[src/tvp_pkg.sv]
`timescale 1ns / 1ps
`default_nettype none
package tvp_pkg;

  localparam int TIME_W  = 16;            // elapsed time and total time
  localparam int DATA_W  = 32;            // Q8.24 words
  localparam int DEN_W   = 31;            // divisor width, 20000*T < 2^31
  localparam int DIV_QW  = 34;            // quotient bits per divide
  localparam int DIV_LAT = DIV_QW + 1;    // bit stages plus rounding stage
  localparam int RES_W   = DIV_QW + 2;    // signed rounded quotient
  localparam int E_W     = 20;            // 10*t
  localparam int NP_W    = 40;            // position numerator
  localparam int NP_HALF = NP_W / 2;
  localparam int NV_W    = 17;            // velocity numerator
  localparam int NA_W    = 14;            // acceleration numerator
  localparam int POS_NUM_W = DATA_W + NP_W;
  localparam int VEL_NUM_W = DATA_W + NV_W;
  localparam int ACC_NUM_W = DATA_W + NA_W;
  localparam int POS_SCALE = 20000;
  localparam int ACC_SCALE = 10000;
  localparam int CFG_IDX_W = 3;

  typedef enum logic [1:0] {
    PH_RAMP_UP   = 2'd0,
    PH_CRUISE    = 2'd1,
    PH_RAMP_DOWN = 2'd2,
    PH_DONE      = 2'd3
  } phase_t;

  typedef enum logic [CFG_IDX_W-1:0] {
    CFG_TOTAL_TIME = 3'd0,
    CFG_START_X    = 3'd1,
    CFG_START_Y    = 3'd2,
    CFG_START_Z    = 3'd3,
    CFG_GOAL_X     = 3'd4,
    CFG_GOAL_Y     = 3'd5,
    CFG_GOAL_Z     = 3'd6
  } cfg_idx_t;

endpackage
`default_nettype wire

[src/tvp_div.sv]
`timescale 1ns / 1ps
`default_nettype none
// Pipelined restoring divide of a magnitude by den, one quotient bit per
// stage, rounded half away from zero, sign applied at the end.
module tvp_div import tvp_pkg::*; #(
  parameter int NUM_W = POS_NUM_W
) (
  input  wire logic                    clk,
  input  wire logic                    en,
  input  wire logic [NUM_W-1:0]        num,
  input  wire logic [DEN_W-1:0]        den,
  input  wire logic                    neg,
  output logic signed [RES_W-1:0]      res
);

  localparam int HW = NUM_W - DIV_QW;

  logic [HW+DEN_W-1:0] hi_ext, den_ext;
  logic                ovf0;

  logic [DEN_W-1:0]  rem_r [DIV_QW];
  logic [DIV_QW-1:0] lo_r  [DIV_QW];
  logic [DIV_QW-1:0] q_r   [DIV_QW];
  logic              neg_r [DIV_QW];
  logic              ovf_r [DIV_QW];

  logic [DEN_W-1:0]  rem_in [DIV_QW];
  logic [DIV_QW-1:0] lo_in  [DIV_QW];
  logic [DIV_QW-1:0] q_in   [DIV_QW];
  logic              neg_in [DIV_QW];
  logic              ovf_in [DIV_QW];

  logic               rnd;
  logic [DIV_QW:0]    mag;
  logic [RES_W-1:0]   res_nxt;
  logic signed [RES_W-1:0] res_r;

  // quotient would not fit in DIV_QW bits: clamp
  assign hi_ext  = {{DEN_W{1'b0}}, num[NUM_W-1:DIV_QW]};
  assign den_ext = {{HW{1'b0}}, den};
  assign ovf0    = hi_ext >= den_ext;

  for (genvar k = 0; k < DIV_QW; k++) begin : g_stage
    logic [DEN_W:0]   trial;
    logic             ge;
    logic [DEN_W:0]   diff;

    if (k == 0) begin : g_first
      assign rem_in[k] = hi_ext[DEN_W-1:0];
      assign lo_in[k]  = num[DIV_QW-1:0];
      assign q_in[k]   = '0;
      assign neg_in[k] = neg;
      assign ovf_in[k] = ovf0;
    end else begin : g_next
      assign rem_in[k] = rem_r[k-1];
      assign lo_in[k]  = lo_r[k-1];
      assign q_in[k]   = q_r[k-1];
      assign neg_in[k] = neg_r[k-1];
      assign ovf_in[k] = ovf_r[k-1];
    end

    assign trial = {rem_in[k], lo_in[k][DIV_QW-1]};
    assign ge    = trial >= {1'b0, den};
    assign diff  = trial - {1'b0, den};

    always_ff @(posedge clk) begin
      if (en) begin
        rem_r[k] <= ge ? diff[DEN_W-1:0] : trial[DEN_W-1:0];
        lo_r[k]  <= {lo_in[k][DIV_QW-2:0], 1'b0};
        q_r[k]   <= {q_in[k][DIV_QW-2:0], ge};
        neg_r[k] <= neg_in[k];
        ovf_r[k] <= ovf_in[k];
      end
    end
  end

  always_comb begin
    rnd = {rem_r[DIV_QW-1], 1'b0} >= {1'b0, den};
    if (ovf_r[DIV_QW-1]) begin
      mag = {1'b1, {DIV_QW{1'b0}}};
    end else begin
      mag = {1'b0, q_r[DIV_QW-1]} + {{DIV_QW{1'b0}}, rnd};
    end
    res_nxt = neg_r[DIV_QW-1] ? (RES_W)'(-{1'b0, mag}) : {1'b0, mag};
  end

  always_ff @(posedge clk) begin
    if (en) begin
      res_r <= res_nxt;
    end
  end

  assign res = res_r;

endmodule
`default_nettype wire

[config.mk]
export PLATFORM = sky130hd
export DESIGN_NAME = tvp_div
export DESIGN_NICKNAME = d
export VERILOG_FILES = /design/src/tvp_pkg.sv /design/src/tvp_div.sv
export SDC_FILE = /design/constraint.sdc
export NUM_CORES = 2
export LEC_CHECK = 0
export BUFFER_PORTS_ARGS = -buffer_cell sky130_fd_sc_hd__buf_2
export CAP_MARGIN = 10
export CORE_ASPECT_RATIO = 0.8
export CORE_MARGIN = 2
export CORE_UTILIZATION = 49
export DETAILED_ROUTE_END_ITERATION = 8
export PLACE_DENSITY = 0.61
export REMOVE_ABC_BUFFERS = 1
export SLEW_MARGIN = 0
export SYNTH_ARGS = -nofsm -noshare
export SYNTH_HDL_FRONTEND = slang
export SYNTH_SLANG_ARGS = --single-unit
[constraint.sdc]
create_clock -name clk -period 21.8 [get_ports clk]
set_input_delay 4.36 -clock clk [delete_from_list [all_inputs] [get_ports clk]]
set_output_delay 4.36 -clock clk [all_outputs]
set_load 0.05 [all_outputs]
==> out/summary.txt <==
antenna violations before repair: 31
Worst Hold Margin: 0.361 ns
post-route core utilization: 0.543
count leader, synth: edfxtp_1
row cnt: 173
Multi-input gate area: 65,200 um2
Detailed Route WL: 385 mm
crit path to: res[27]
Chip Width: 595 um
CTS tree: done
max-cap violation count: 0
CTS sink count: 2,314
Critical R2R Capture: res[27]
initial core utilization: 0.492
Crit-path slowest cell: or4_4
DRC violations left: 0
Post-CTS Hold Buffers: 0
synth unique cells: 92
Final #Nets: 13,300
Post-synth EDFFs: 2,314
CTS root buf: clkbuf_16
status: finished, final reports clean
DR iter-0 viols: 8,626
Post-Syn Area: 137,000 um2
Fin. Hold Viols: 0
sequential area share after synthesis: 0.508
layout cell share with drive strength beyond 1: 0.123
slew margin rel.: 0.309
Worst Clk Skew: 0.0863 ns
Area Growth Syn to Fin: 10.3%
total global routing overflow: 0
H-tree Lvls: 4
Leak: 57.6 nW
Clk Latency, worst-skew pair: 0.95 ns
routed length per instance: 24.2 um
Max Clk Rate: 100 MHz
postcts setup bufs: 0
total track usage: 0.265
CP Launch Point: den[25]
largest net degree at the start of global routing: 186
Die Ht: 476 um
setup violators final: 0
Clock Path Buffers: 4
Post-synth ARST share: 0
Pins Over Slew Limit: 0
drt via density: 6.04
core area: 278,000 um2
Arr. time, crit path: 10.63 ns
vias in the first global route: 91,800
Cell Area, Placed: 142,000 um2
Post-Synthesis Cells: 11,700
critical path type: primary input to flip-flop
unrepaired setup endpoints after global routing: false
most used cell, CP: ha_1
top-area cell type share of the netlist area: 0.508
cell accounting for the most synthesized area: edfxtp_1
Post-CTS Resized: 0
syn avg cell area: 11.7 um2
Final min period: 10.00 ns
reg2reg start: rem_r[33][0]
ys flop type: edfxtp_1
Worst Path Max Fanout: 9
pwr/cell area: 163 nW/um2
Data required, critical path: 22.42 ns
Final HPWL DP: 271 mm
filler instances: 23,600
Worst Tran Pin Value: 1.04 ns
register area: 69,500 um2
I/O Buffers: 141
Total Die Area: 283,000 um2
via count: 96,000
Max VDD drop: 0.0841 mV
Final period util: 0.459
Routed Antenna Nets: 0
post-route design area: 151,000 um2
Critical Path Start Type: primary input
R2R cell count: 24
Post-synth top cells: edfxtp_1 (2,314), ha_1 (1,119), a21oi_1 (989)
Synth warnings: 0
GPL Wtd Cong: 0.926
Critical Path Sink Type: flip-flop
post-synthesis sequential element count: 2,314
crit path cell chain: buf_2 -> inv_2 -> ha_1 -> a21o_1 -> a21o_1 -> a21oi_1 -> nor2b_1 -> o21ai_0 -> nand2b_1 -> a211oi_1 -> o211ai_1 -> buf_4 -> ha_1 -> ha_1 -> and4_1 -> xnor2_1 -> a311oi_1 -> or4_4 -> nor4_4 -> o211ai_2 -> or4_4 -> o21ai_1 -> xnor2_1 -> nor2_1
CTS Buf Count: 245
Hold Crit Class: flip-flop to flip-flop
ranking of synthesized cells by area: edfxtp_1 (51%), ha_1 (10%), mux2_2 (5.6%)
flop-to-flop setup slack: 15.23 ns
io pins: 142
Worst path max stage delay: 0.65 ns
setup TNS: 0 ns
DR pass1 iterations: 6
first-pass GRT wire length: 574 mm
clk slew on worst S/H paths: 0.06 ns
==> report_power, final <==
group	total (mW)	internal [mW]	switching [mW]
registers	7.87	6.91	0.957
logic	12.4	5.43	6.98
clock network	4.34	2.51	1.83
total	24.6	14.8	9.77
==> flip-flops by register name, summed over array words and instances (netlist names) <==
name,cells
neg_r,34
lo_r,561
ovf_r,34
rem_r,1054
q_r,595
res,36
==> per-stage QoR <==
stage,power [mW],worst slack [ns],std cells
finish,24.6,11.80,15900
global route,26.2,11.54,15900
CTS,24.6,11.90,15900
detailed placement,20.1,10.96,15400
global placement,19.9,10.88,15400
floorplan,16.6,10.41,11500
==> routing by layer <==
| metal | track usage | vias up | wire length (um) | part of all wire |
|---|---|---|---|---|
| met5 | 0 | - | 138 | 0.00036 |
| met2 | 0.415 | 2893 | 171000 | 0.45 |
| li1 | - | 45500 | - | - |
| met4 | 0.0824 | 20 | 13400 | 0.035 |
| met3 | 0.0342 | 640 | 23000 | 0.060 |
| met1 | 0.383 | 46900 | 177000 | 0.46 |
==> final cells by class <==
class                           count  area share
Multi-Input combinational cell   8811       0.432
Tap cell                         3675      0.0305
Timing Repair Buffer              272      0.0122
Antenna cell                        8    0.000133
Clock inverter                    173      0.0134
Clock buffer                      273      0.0414
Inverter                          363     0.00918
Sequential cell                  2314       0.461
==> critical path, delay by kind of cell <==
family	cells	cell delay (ns)
adders and majority gates	3	0.85
buffers and inverters	3	0.88
xor gates and xnor gates	2	0.29
and+or+nand+nor	7	2.14
AOI/OAI and AO/OA	9	2.09
==> logic make-up (layout without fill, tap and decap cells) <==
logic type | count (synthesis) | after routing | synth area share
fa+ha+maj | 1153 | 1153 | 0.107
mux | 760 | 760 | 0.0619
compound gates | 3192 | 3192 | 0.149
buf+inv | 607 | 1081 | 0.0170
simple gates | 2799 | 2799 | 0.0987
flops | 2314 | 2314 | 0.508
other cells | 0 | 8 | 0
xor+xnor | 907 | 907 | 0.0581
==> worst min-delay path by stage <==
| stage | depth (start not counted) | endpoint | startpoint |
|---|---|---|---|
| after global placement | 0 | lo_r[5][13] | lo_r[4][12] |
| after floorplan | 0 | lo_r[10][10] | lo_r[9][9] |
| after global routing | 0 | lo_r[14][16] | lo_r[13][15] |
| final | 0 | lo_r[3][11] | lo_r[2][10] |
| after CTS | 0 | lo_r[14][16] | lo_r[13][15] |
| after detailed placement | 0 | lo_r[10][15] | lo_r[9][14] |
==> cell usage in the layout, fill, tap and decap left out, types with 120 or more instances in the layout <==
cell | netlist | final
inv_1 | 362 | 332
nor2b_1 | 169 | 169
edfxtp_1 | 2314 | 2314
nand2b_1 | 142 | 142
xnor2_1 | 621 | 621
o21bai_1 | 120 | 120
mux2_2 | 679 | 679
a31oi_1 | 130 | 128
xor2_1 | 286 | 286
clkbuf_16 | 0 | 245
o21a_1 | 209 | 209
nand3_1 | 220 | 220
a21o_1 | 412 | 412
ha_1 | 1119 | 1119
nand2_1 | 710 | 710
nor3_1 | 175 | 175
buf_4 | 0 | 122
o21ai_0 | 665 | 665
nor2_1 | 839 | 839
a21oi_1 | 989 | 989
nand4_1 | 138 | 138
buf_2 | 34 | 138
Note: power is estimated with default switching activity, not from simulation.
